==> src/rtl/core/assert_macros.svh <==
// Assertion macros for the deframer RTL.
// Stands alone; included by files that carry concurrent checks.
`ifndef ASSERT_MACROS_SVH
`define ASSERT_MACROS_SVH

`ifndef ASSERT_OFF

// Same-cycle implication, checked outside reset
`define WSD_ASSERT_NOW(label, clk, rst_n, ante, cons) \
  label: assert property (@(posedge clk) disable iff (!(rst_n)) (ante) |-> (cons)) \
    else $error("deframer check failed");

// Next-cycle implication, checked outside reset
`define WSD_ASSERT_NEXT(label, clk, rst_n, ante, cons) \
  label: assert property (@(posedge clk) disable iff (!(rst_n)) (ante) |=> (cons)) \
    else $error("deframer check failed");

`else

`define WSD_ASSERT_NOW(label, clk, rst_n, ante, cons)
`define WSD_ASSERT_NEXT(label, clk, rst_n, ante, cons)

`endif

`endif

==> src/rtl/core/wsd_pkg.sv <==
// Shared types and constants for the WebSocket frame deframer.
// No dependencies; imported by every deframer module.
package wsd_pkg;

  localparam int unsigned ByteW = 8;
  localparam int unsigned LenW  = 64;
  localparam int unsigned KeyW  = 32;
  localparam int unsigned OpW   = 4;
  localparam int unsigned CntW  = 4;

  localparam logic [6:0] LenCode16 = 7'd126;
  localparam logic [6:0] LenCode64 = 7'd127;
  localparam logic [CntW-1:0] ExtBytes16 = 4'd2;
  localparam logic [CntW-1:0] ExtBytes64 = 4'd8;
  localparam logic [CntW-1:0] KeyBytes   = 4'd4;

  typedef enum logic [2:0] {
    PH_FIRST   = 3'd0,
    PH_SECOND  = 3'd1,
    PH_EXTLEN  = 3'd2,
    PH_KEY     = 3'd3,
    PH_PAYLOAD = 3'd4
  } phase_t;

  // One registered input byte
  typedef struct packed {
    logic             valid;
    logic [ByteW-1:0] data;
  } stage_t;

  // One result item
  typedef struct packed {
    logic             is_header;
    logic [OpW-1:0]   frame_opcode;
    logic             was_masked;
    logic [LenW-1:0]  frame_length;
    logic [ByteW-1:0] payload_byte;
    logic             last_of_frame;
  } result_t;

  // Parser status seen by the top level
  typedef struct packed {
    phase_t phase;
    logic   len_nonzero;
  } status_t;

endpackage

==> src/rtl/core/wsd_ifs.sv <==
// Valid/ready channel interfaces for the deframer input and result streams.
// Depends on wsd_pkg for field widths.
interface wsd_byte_if import wsd_pkg::*; ();
  logic             valid;
  logic             ready;
  logic [ByteW-1:0] stream_byte;

  modport source (output valid, output stream_byte, input ready);
  modport sink   (input valid, input stream_byte, output ready);
endinterface

interface wsd_result_if import wsd_pkg::*; ();
  logic             valid;
  logic             ready;
  logic             is_header;
  logic [OpW-1:0]   frame_opcode;
  logic             was_masked;
  logic [LenW-1:0]  frame_length;
  logic [ByteW-1:0] payload_byte;
  logic             last_of_frame;

  modport source (output valid, output is_header, output frame_opcode, output was_masked,
                  output frame_length, output payload_byte, output last_of_frame,
                  input ready);
  modport sink   (input valid, input is_header, input frame_opcode, input was_masked,
                  input frame_length, input payload_byte, input last_of_frame,
                  output ready);
endinterface

==> src/rtl/core/wsd_in_stage.sv <==
// Input register: holds one accepted stream byte until the parser takes it.
// Depends on wsd_pkg.
module wsd_in_stage import wsd_pkg::*; (
  input  logic             clk,
  input  logic             rst_n,
  input  logic             in_valid,
  output logic             in_ready,
  input  logic [ByteW-1:0] in_data,
  input  logic             advance,
  output stage_t           stage
);

  logic             valid_r;
  logic [ByteW-1:0] data_r;

  // Take a new request when empty or when the held byte moves on
  assign in_ready = !valid_r || advance;

  always_ff @(posedge clk) begin
    if (!rst_n) begin
      valid_r <= 1'b0;
    end else if (in_valid && in_ready) begin
      valid_r <= 1'b1;
    end else if (advance) begin
      valid_r <= 1'b0;
    end
  end

  // Payload holds without reset
  always_ff @(posedge clk) begin
    if (in_valid && in_ready) begin
      data_r <= in_data;
    end
  end

  assign stage.valid = valid_r;
  assign stage.data  = data_r;

endmodule

==> src/rtl/core/wsd_parser.sv <==
// Frame header parser and payload unmasker; one byte per advance.
// Depends on wsd_pkg.
module wsd_parser import wsd_pkg::*; (
  input  logic             clk,
  input  logic             rst_n,
  input  logic             advance,
  input  logic [ByteW-1:0] byte_in,
  output logic             res_valid,
  output result_t          res,
  output status_t          status
);

  phase_t          phase_r, phase_nxt;
  logic [OpW-1:0]  opcode_r, opcode_nxt;
  logic            mask_r, mask_nxt;
  logic [LenW-1:0] len_r, len_nxt;
  logic [CntW-1:0] cnt_r, cnt_nxt;
  logic [KeyW-1:0] key_r, key_nxt;
  logic [LenW-1:0] pos_r, pos_nxt;

  logic             do_after;
  logic             do_finish;
  logic [6:0]       len_code;
  logic [ByteW-1:0] key_byte;
  logic [LenW-1:0]  pos_inc;

  assign len_code = byte_in[6:0];
  assign pos_inc  = pos_r + 64'd1;

  // Pick the key byte for this payload position
  always_comb begin
    case (pos_r[1:0])
      2'd0:    key_byte = key_r[31:24];
      2'd1:    key_byte = key_r[23:16];
      2'd2:    key_byte = key_r[15:8];
      default: key_byte = key_r[7:0];
    endcase
  end

  // Next state and result for the byte at hand
  always_comb begin
    phase_nxt  = phase_r;
    opcode_nxt = opcode_r;
    mask_nxt   = mask_r;
    len_nxt    = len_r;
    cnt_nxt    = cnt_r;
    key_nxt    = key_r;
    pos_nxt    = pos_r;
    do_after   = 1'b0;
    do_finish  = 1'b0;
    res_valid  = 1'b0;
    res.is_header     = 1'b0;
    res.payload_byte  = '0;
    res.last_of_frame = 1'b0;

    case (phase_r)
      PH_SECOND: begin
        mask_nxt = byte_in[7];
        if (len_code == LenCode16 || len_code == LenCode64) begin
          len_nxt   = '0;
          cnt_nxt   = (len_code == LenCode16) ? ExtBytes16 : ExtBytes64;
          phase_nxt = PH_EXTLEN;
        end else begin
          len_nxt  = {57'd0, len_code};
          do_after = 1'b1;
        end
      end
      PH_EXTLEN: begin
        len_nxt = {len_r[LenW-ByteW-1:0], byte_in};
        cnt_nxt = cnt_r - 4'd1;
        do_after = (cnt_nxt == '0);
      end
      PH_KEY: begin
        key_nxt = {key_r[KeyW-ByteW-1:0], byte_in};
        cnt_nxt = cnt_r - 4'd1;
        do_finish = (cnt_nxt == '0);
      end
      PH_PAYLOAD: begin
        res_valid         = 1'b1;
        res.payload_byte  = mask_r ? (byte_in ^ key_byte) : byte_in;
        res.last_of_frame = (pos_inc == len_r);
        pos_nxt           = pos_inc;
        if (res.last_of_frame) begin
          phase_nxt = PH_FIRST;
        end
      end
      default: begin
        opcode_nxt = byte_in[OpW-1:0];
        phase_nxt  = PH_SECOND;
      end
    endcase

    // Length done: collect a key or close the header
    if (do_after) begin
      if (mask_nxt) begin
        phase_nxt = PH_KEY;
        cnt_nxt   = KeyBytes;
        key_nxt   = '0;
      end else begin
        do_finish = 1'b1;
      end
    end

    // Header done: emit the header result
    if (do_finish) begin
      pos_nxt           = '0;
      res_valid         = 1'b1;
      res.is_header     = 1'b1;
      res.last_of_frame = (len_nxt == '0);
      phase_nxt         = res.last_of_frame ? PH_FIRST : PH_PAYLOAD;
    end

    res.frame_opcode = opcode_nxt;
    res.was_masked   = mask_nxt;
    res.frame_length = len_nxt;
  end

  always_ff @(posedge clk) begin
    if (!rst_n) begin
      phase_r  <= PH_FIRST;
      opcode_r <= '0;
      mask_r   <= 1'b0;
      len_r    <= '0;
      cnt_r    <= '0;
      key_r    <= '0;
      pos_r    <= '0;
    end else if (advance) begin
      phase_r  <= phase_nxt;
      opcode_r <= opcode_nxt;
      mask_r   <= mask_nxt;
      len_r    <= len_nxt;
      cnt_r    <= cnt_nxt;
      key_r    <= key_nxt;
      pos_r    <= pos_nxt;
    end
  end

  assign status.phase       = phase_r;
  assign status.len_nonzero = (len_r != '0);

endmodule

==> src/rtl/core/wsd_out_stage.sv <==
// Result register: holds one result until the downstream side takes it.
// Depends on wsd_pkg.
module wsd_out_stage import wsd_pkg::*; (
  input  logic    clk,
  input  logic    rst_n,
  input  logic    stage_valid,
  input  logic    res_valid,
  input  result_t res,
  input  logic    out_ready,
  output logic    advance,
  output logic    out_valid,
  output result_t out_res
);

  logic    valid_r;
  result_t res_r;

  // Move the held byte on when the result slot is free or draining
  assign advance = stage_valid && (!valid_r || out_ready);

  always_ff @(posedge clk) begin
    if (!rst_n) begin
      valid_r <= 1'b0;
    end else if (advance) begin
      valid_r <= res_valid;
    end else if (out_ready) begin
      valid_r <= 1'b0;
    end
  end

  always_ff @(posedge clk) begin
    if (advance && res_valid) begin
      res_r <= res;
    end
  end

  assign out_valid = valid_r;
  assign out_res   = res_r;

endmodule

==> src/rtl/core/websocket_frame_deframer.sv <==
// WebSocket frame deframer top level: input register, parser, result register.
// Depends on wsd_pkg, wsd_ifs, wsd_in_stage, wsd_parser, wsd_out_stage.
//
//   channel   dir  payload                                        handshake
//   in_bus    in   stream_byte                                    valid/ready
//   out_bus   out  is_header, frame_opcode, was_masked,           valid/ready
//                  frame_length, payload_byte, last_of_frame
//
// One byte per cycle sustained while the result side is ready; a taken byte waits in the
// input register and is parsed into the result register when it moves on.
// Header bytes other than the one that completes the header give no result.
// rst_n is synchronous; all parse state returns to awaiting a first header byte.
// A stalled result still lets one more byte enter the input register.
`include "assert_macros.svh"

module websocket_frame_deframer import wsd_pkg::*; (
  input  logic          clk,
  input  logic          rst_n,
  wsd_byte_if.sink      in_bus,
  wsd_result_if.source  out_bus
);

  stage_t  stage;
  logic    advance;
  logic    res_valid;
  result_t res;
  result_t out_res;
  status_t status;

  wsd_in_stage u_in (
    .clk      (clk),
    .rst_n    (rst_n),
    .in_valid (in_bus.valid),
    .in_ready (in_bus.ready),
    .in_data  (in_bus.stream_byte),
    .advance  (advance),
    .stage    (stage)
  );

  wsd_parser u_parse (
    .clk       (clk),
    .rst_n     (rst_n),
    .advance   (advance),
    .byte_in   (stage.data),
    .res_valid (res_valid),
    .res       (res),
    .status    (status)
  );

  wsd_out_stage u_out (
    .clk         (clk),
    .rst_n       (rst_n),
    .stage_valid (stage.valid),
    .res_valid   (res_valid),
    .res         (res),
    .out_ready   (out_bus.ready),
    .advance     (advance),
    .out_valid   (out_bus.valid),
    .out_res     (out_res)
  );

  assign out_bus.is_header     = out_res.is_header;
  assign out_bus.frame_opcode  = out_res.frame_opcode;
  assign out_bus.was_masked    = out_res.was_masked;
  assign out_bus.frame_length  = out_res.frame_length;
  assign out_bus.payload_byte  = out_res.payload_byte;
  assign out_bus.last_of_frame = out_res.last_of_frame;

  // A header that ends its frame declares an empty payload
  `WSD_ASSERT_NOW(a_hdr_last_empty, clk, rst_n,
    out_bus.valid && out_bus.is_header, out_bus.last_of_frame == (out_bus.frame_length == '0))
  // Payload phase is entered only for a nonempty frame
  `WSD_ASSERT_NOW(a_payload_len, clk, rst_n, status.phase == PH_PAYLOAD, status.len_nonzero)
  // A held byte that cannot move on stays held
  `WSD_ASSERT_NEXT(a_stage_hold, clk, rst_n, stage.valid && !advance, stage.valid)

endmodule

==> src/flat_wrapper.sv <==
// flat-port wrapper written by rule: the top's interface ports become plain ports
module websocket_frame_deframer_flat import wsd_pkg::*;
  (clk, rst_n, in_bus_valid, in_bus_stream_byte, in_bus_ready, out_bus_valid, out_bus_is_header, out_bus_frame_opcode, out_bus_was_masked, out_bus_frame_length, out_bus_payload_byte, out_bus_last_of_frame, out_bus_ready);
  wsd_byte_if in_bus_i ();
  wsd_result_if out_bus_i ();
  input  logic clk;
  input  logic rst_n;
  input wire logic [$bits(in_bus_i.valid)-1:0] in_bus_valid;
  input wire logic [$bits(in_bus_i.stream_byte)-1:0] in_bus_stream_byte;
  output wire logic [$bits(in_bus_i.ready)-1:0] in_bus_ready;
  output wire logic [$bits(out_bus_i.valid)-1:0] out_bus_valid;
  output wire logic [$bits(out_bus_i.is_header)-1:0] out_bus_is_header;
  output wire logic [$bits(out_bus_i.frame_opcode)-1:0] out_bus_frame_opcode;
  output wire logic [$bits(out_bus_i.was_masked)-1:0] out_bus_was_masked;
  output wire logic [$bits(out_bus_i.frame_length)-1:0] out_bus_frame_length;
  output wire logic [$bits(out_bus_i.payload_byte)-1:0] out_bus_payload_byte;
  output wire logic [$bits(out_bus_i.last_of_frame)-1:0] out_bus_last_of_frame;
  input wire logic [$bits(out_bus_i.ready)-1:0] out_bus_ready;
  assign in_bus_i.valid = in_bus_valid;
  assign in_bus_i.stream_byte = in_bus_stream_byte;
  assign in_bus_ready = in_bus_i.ready;
  assign out_bus_valid = out_bus_i.valid;
  assign out_bus_is_header = out_bus_i.is_header;
  assign out_bus_frame_opcode = out_bus_i.frame_opcode;
  assign out_bus_was_masked = out_bus_i.was_masked;
  assign out_bus_frame_length = out_bus_i.frame_length;
  assign out_bus_payload_byte = out_bus_i.payload_byte;
  assign out_bus_last_of_frame = out_bus_i.last_of_frame;
  assign out_bus_i.ready = out_bus_ready;
  websocket_frame_deframer u_core (.clk(clk), .rst_n(rst_n), .in_bus(in_bus_i), .out_bus(out_bus_i));
endmodule
==> config.mk <==
export PLATFORM = sky130hd
export DESIGN_NAME = websocket_frame_deframer_flat
export DESIGN_NICKNAME = d
export VERILOG_FILES = /design/src/rtl/core/wsd_pkg.sv /design/src/rtl/core/wsd_ifs.sv /design/src/rtl/core/wsd_in_stage.sv /design/src/rtl/core/wsd_parser.sv /design/src/rtl/core/wsd_out_stage.sv /design/src/rtl/core/websocket_frame_deframer.sv /design/src/flat_wrapper.sv
export VERILOG_INCLUDE_DIRS = /design/src /design/src/rtl/core
export SDC_FILE = /design/constraint.sdc
export NUM_CORES = 1
export LEC_CHECK = 0
export ABC_CLOCK_PERIOD_IN_PS = 12100
export BUFFER_PORTS_ARGS = -buffer_cell sky130_fd_sc_hd__buf_2
export CAP_MARGIN = 10
export CORE_MARGIN = 10
export CORE_UTILIZATION = 60
export DETAILED_ROUTE_END_ITERATION = 16
export MAX_ROUTING_LAYER = met4
export PLACE_DENSITY = 0.79
export SLEW_MARGIN = 5
export SYNTH_ARGS = -nofsm -noshare
export SYNTH_HDL_FRONTEND = slang
export SYNTH_SLANG_ARGS = --single-unit
==> constraint.sdc <==
create_clock -name clk -period 12.1 [get_ports clk]
set_clock_uncertainty 0.2 [all_clocks]
set_input_delay 1.21 -clock clk [delete_from_list [all_inputs] [get_ports clk]]
set_output_delay 1.21 -clock clk [all_outputs]
set_load 0.01 [all_outputs]
* Word level (Yosys, flattened, before mapping)
Index checks and enable logic that the tools add are counted.
** Word-level totals
- Word-level logic and storage cells :: 82
- Bits in registers :: 261
- Output and inout bits :: 81
- Input port bits :: 12
** Operators by class
- Reduce and logical (&&, ||, !) cells :: 17
- Bitwise gates (word level) :: 1
- Eq/ne operators :: 9
- Add/subtract/negate cells :: 2
- Muxes and demuxes :: 37
** Operators by type and width (number)
- two-way mux 64 bit :: 2
- one-hot mux 64 bit (2 select lines) :: 1
- two-way mux 32 bit :: 3
- adder 64 x 1 -> 64 bit (second input constant) :: 1
- == test 64 bit :: 1
- zero test 64 bit :: 1
- one-hot mux 8 bit (3 select lines) :: 1
- two-way mux 4 bit :: 5
- two-way mux 3 bit :: 6
- == test 7 bit (second input constant) :: 2
- two-way mux 1 bit :: 14
- one-hot mux 3 bit (3 select lines) :: 1
- two-way mux 8 bit :: 1
- one-hot mux 4 bit (2 select lines) :: 1
- bitwise XOR 8 bit :: 1
- two-way mux 7 bit :: 1
- == test 3 x 2 -> 1 bit (second input constant) :: 2
- nonzero test 2 bit :: 3
- zero test 4 bit :: 1
- OR reduction 4 bit :: 1
- subtractor 4 x 1 -> 4 bit (second input constant) :: 1
- == test 3 x 1 -> 1 bit (second input constant) :: 1
- == test 3 bit (second input constant) :: 1
- logical AND 1 bit :: 3
- other kinds (8) :: 11

* Logic depth before layout (Yosys ltp)
- Depth after elaboration :: 7
- Gate-level depth with buffers :: 12
- Mapped depth without buffers :: 12

* Modules after synthesis
A second synthesis with hierarchy kept.
** Unflattened totals
- Cell total of the unflattened synthesis :: 1631
- Area total of the unflattened synthesis :: 13822.0 um2
** Modules (own cells, without submodules)
- wsd_parser :: instances 1, cells an instance 1532, area each 11070.6 um2, sequential area each 3443.3 um2
- wsd_out_stage :: instances 1, cells an instance 85, area each 2446.1 um2, sequential area each 2392.3 um2
- wsd_in_stage :: instances 1, cells an instance 14, area each 305.3 um2, sequential area each 260.2 um2

* Least setup slack after synthesis
OpenSTA, ideal clock, no wires.
- Path kind :: input to register
- Start :: input out_bus_ready
- End :: register u_core.u_out.res_r, in the netlist u_core.u_out.out_res[0] (enable)
- Required time :: 11.467 ns
- Arrival time :: 3.532 ns
- Slack :: 7.934 ns
- Cell stages on the path :: 5
- Buffers on the path :: 1
- Setup time :: 0.433 ns
- Path through :: nand2b_1 > and2_1 > clkbuf_1 > o21ai_0 > inv_1
** On the way
- Longest elaborated chain between the ends :: 3
** Ends and longest elaborated chain
- from (decl) :: RTL line flat_wrapper.sv:18 : input wire logic [$bits(out_bus_i.ready)-1:0] out_bus_ready;
- logical OR 1 bit :: RTL line wsd_out_stage.sv:19 : assign advance = stage_valid && (!valid_r || out_ready);
- logical AND 1 bit :: RTL line wsd_out_stage.sv:19
- logical AND 1 bit :: RTL line wsd_out_stage.sv:32 : if (advance && res_valid) begin
- to (signal assigned) :: RTL line wsd_out_stage.sv:33 : res_r <= res;
- to (decl) :: RTL line wsd_out_stage.sv:16 : result_t res_r;
No other way between the ends.
A chain may end at the register's enable or synchronous reset.

* Worst setup path in the final report
- Start :: register u_core.u_parse.cnt_r[0]
- End :: register u_core.u_out.res_r, in the netlist u_core.u_out.out_res[2] (enable)
** On the way
- Longest elaborated chain between the ends :: 7
- Elaborated cells on any way between the ends :: 8
- Those cells by class :: add/sub: 1; mux: 5; reduce/logical: 2
** Ends and longest elaborated chain
- from (decl) :: RTL line wsd_parser.sv:17 : logic [CntW-1:0] cnt_r, cnt_nxt;
- from (signal assigned) :: RTL line wsd_parser.sv:132 : cnt_r <= cnt_nxt;
- subtractor 4 x 1 -> 4 bit (*) :: RTL line wsd_parser.sv:70, wsd_parser.sv:75
- zero test 4 bit (*) :: RTL line wsd_parser.sv:71, wsd_parser.sv:76
- two-way mux 1 bit :: RTL line wsd_parser.sv:56 : case (phase_r)
- two-way mux 1 bit :: RTL line wsd_parser.sv:95 : if (mask_nxt) begin
- two-way mux 1 bit (*) :: RTL line wsd_parser.sv:94 : if (do_after) begin
- two-way mux 1 bit (*) :: RTL line wsd_parser.sv:105 : if (do_finish) begin
- logical AND 1 bit (*) :: RTL line wsd_out_stage.sv:32
Mark *: on every way between the ends. The rest lies on a longest branch, timed or not.

==> run metrics <==
Most common cell on crit path=buf_4; Worst Max-Slew Pin Slew=1166 ps; EDFF count, synth=87; Synth top area share=between 20% and 30%; TritonCTS buffer count=28; final wirelength=just under 50,000 microns; sequential fraction of the synthesis area=between 40% and 50%; WL met3=3884 microns; Final Cycle Share=between 40% and 50%; clock buffer depth=3; vias in the first global route=13,050; dominant synthesized flop cell=dfxtp_1; 1st-iter DRT viols=between 1,500 and 2,000; mean number of vias per cell=between 6 and 7; GPL Wtd Cong=1.046; commonest cells after routing, fill and taps aside=186 x nand2_1, 177 x nor2_1, 172 x dfxtp_1; Avg Cell Area, Syn=around 8.3 sq um; Arr. time, crit path=about 5400 ps; delay-heaviest family, CP=buffers and inverters; Routed met2 length=22,570 microns; worst setup path category=flip-flop to flip-flop; MaxCap Viol Count=0; grt ovf=0; Post-CTS Setup Inserts=0; fin crit period=5406 ps; Startpoint Class=flip-flop; wire length of the first global-routing pass=around 75,000 microns; number of synthesized register bits=about 260; Port Buffers=92; critical-path cell list=inv_1, ha_1, and2_1, a21oi_1, o22ai_1, a31oi_1, o32a_1, buf_4, clkinv_1, o21ai_0, clkinv_2, buf_4; WL/cell=22.81 microns; worst skew pair latency=about 560 ps; Post-Syn Area=between 0.01 and 0.015 sq mm; LEAKAGE=approximately 6 nW; antenna-violating nets left=0; fill count=around 2,000; Worst-path clk slew=roughly 60 ps; Initial Util=60.81%; CTS tree=done; Final Max Tran Viols=0; setup_tns=0 ps; status=complete, no violations; Synth area leader=dfxtp_1; slew margin rel.=between 20% and 30%; hold_buf cts=0; Detail Placement HPWL=33,590 microns; FMAX=185.0 MHz; clk root buf=clkbuf_16; Vias=between 10,000 and 15,000; Die Span X=about 180 microns; Hold Fails Final Rpt=0; # nets final=between 1,500 and 2,000; Die Y=177 microns; crit path max fanout=a little under 60; CP max-delay cell=clkinv_1; drt first pass iters=8; core area=around 0.024 sq mm; Sink Count=about 260; hold_ws=258.8 ps; Mapped Cells=about 1,800; DRC=0; PwrDens=between 100 and 150 mW/mm^2; Ant. Diodes=0; largest net degree at the start of global routing=94; largest cells by area after synthesis=dfxtp_1 24%, edfxtp_1 18%, nand2_1 4.7%; initial antenna violation count=0; fraction of layout cells with a size suffix above 1=between 10% and 20%; synth unique cells=between 70 and 80; I/O pin total=between 90 and 100; Top Metal Used=met4; H-tree levels=1; Critical Path RT=around 12,000 ps; Crit. End Element=flip-flop; area delta synth->final=9.696%; Post-CTS Resized=0; slowest stage delay, CP=between 800 and 900 ps; M1 WL=around 19,000 microns; # setup viols final=0; ys async rst share=0%; Peak VDD IR=around 0.12 mV; Hold Crit Class=flip-flop to flip-flop; overall global routing resource usage=a little under a third; DIE AREA=0.03133 sq mm; CP bufs+invs=5; RSZ-0062 raised after global routing=false; # rows=57; most common cell after layout, fill and taps aside=nand2_1; Yosys warnings=0; Post-Syn Nets=1,800
tightest hold or removal path, delay by kind of cell (launching register included):
| kind | cells | cell delay, ps |
|---|---|---|
| AO/OA/AOI/OAI | 1 | 50 |
| flip-flops | 1 | 310 |
| AND/OR/NAND/NOR | 1 | 50 |
kinds of logic (layout without fill, tap and decap cells):
family,after synthesis,in the layout,synth area share [%]
simple gates,731,731,25.79
compound gates,450,450,19.80
flops,261,261,41.22
buf+inv,221,232,5.880
xor+xnor,104,104,6.159
mux,9,9,0.6514
fa+ha+maj,6,6,0.5076
final cells by class:
cell class / count / area (sq um) / area share (%)
clock inverters: 14 / 231.5 / 1.427
flip-flops and latches: 261 / 6098 / 37.59
multi-input cells: 1300 / 7848 / 48.37
inverters: 70 / 265.3 / 1.635
well taps: 324 / 405.4 / 2.499
clock buffers: 37 / 744.5 / 4.589
repair buffers: 111 / 630.6 / 3.887
flip-flops by register name (all words and copies together) (netlist names):
signal,flops
u_core.u_in.valid_r,1
u_core.u_parse.pos_r,64
u_core.u_out.out_res,79
u_core.u_in.data_r,8
u_core.u_parse.mask_r,1
u_core.u_parse.opcode_r,4
u_core.u_parse.phase_r,3
u_core.u_parse.cnt_r,4
u_core.u_parse.len_r,64
u_core.u_out.out_valid,1
u_core.u_parse.key_r,32
cells in the mapped netlist (6+ instances only):
library cell	n
clkbuf_1	102
nor4_1	25
ha_1	6
nor3_1	44
and3_1	13
xnor2_1	60
or4_1	17
edfxtp_1	87
nor4_2	6
buf_1	22
o21ai_0	101
a21o_1	6
nand4_1	55
a211oi_1	58
nor2_1	177
a222oi_1	19
nand3_1	40
buf_2	18
a2bb2oi_1	12
a311oi_1	14
inv_1	68
a2111oi_0	6
nand2b_1	15
a21oi_1	119
and4_1	7
nand3b_1	17
a22oi_1	24
nand2_1	187
nor3b_1	28
xor2_1	44
nor2b_1	35
a31oi_1	35
clkbuf_2	8
dfxtp_1	174
or2_2	9
or3_1	12
and2_1	19
a221oi_1	25
path summary, 6_finish.rpt:
| kind | slack (ps) | depth (start not counted) | from | end |
|---|---|---|---|---|
| max reg2reg | 6690 | 12 | u_core.u_parse.cnt_r[0] | u_core.u_out.out_res[2] |
| min reg2reg | 260 | 2 | u_core.u_parse.key_r[29] | u_core.u_parse.key_r[29] |
| max | 6690 | 12 | u_core.u_parse.cnt_r[0] | u_core.u_out.out_res[2] |
| min | 260 | 2 | u_core.u_parse.key_r[29] | u_core.u_parse.key_r[29] |
routing by layer:
metal / track usage, % / vias to the layer above
li1: - / 6489
met1: 37.33 / 6688
met2: 48.66 / 785
met3: 4.075 / 174
met4: 16.50 / 0
met5: - / -
report_power, final:
part           internal (mW)  switching [mW]
clock                  0.559           0.357
combinational         0.0850           0.160
sequential             0.935          0.0357
total                   1.58           0.553
metrics by stage:
step	power (mW)	instances	setup slack [ps]	utilization (%)	area [sq um]
2_1_floorplan	1.146	1782	7934	-	14790
3_3_place_gp	1.222	2064	7084	62.52	15200
3_5_place_dp	1.225	2064	6875	62.52	15200
4_1_cts	2.130	2115	6845	66.53	16180
5_1_grt	2.196	2117	6450	66.71	16220
6_report	2.132	2117	6695	66.71	16220
No activity file was read; power rests on OpenSTA's default activity.
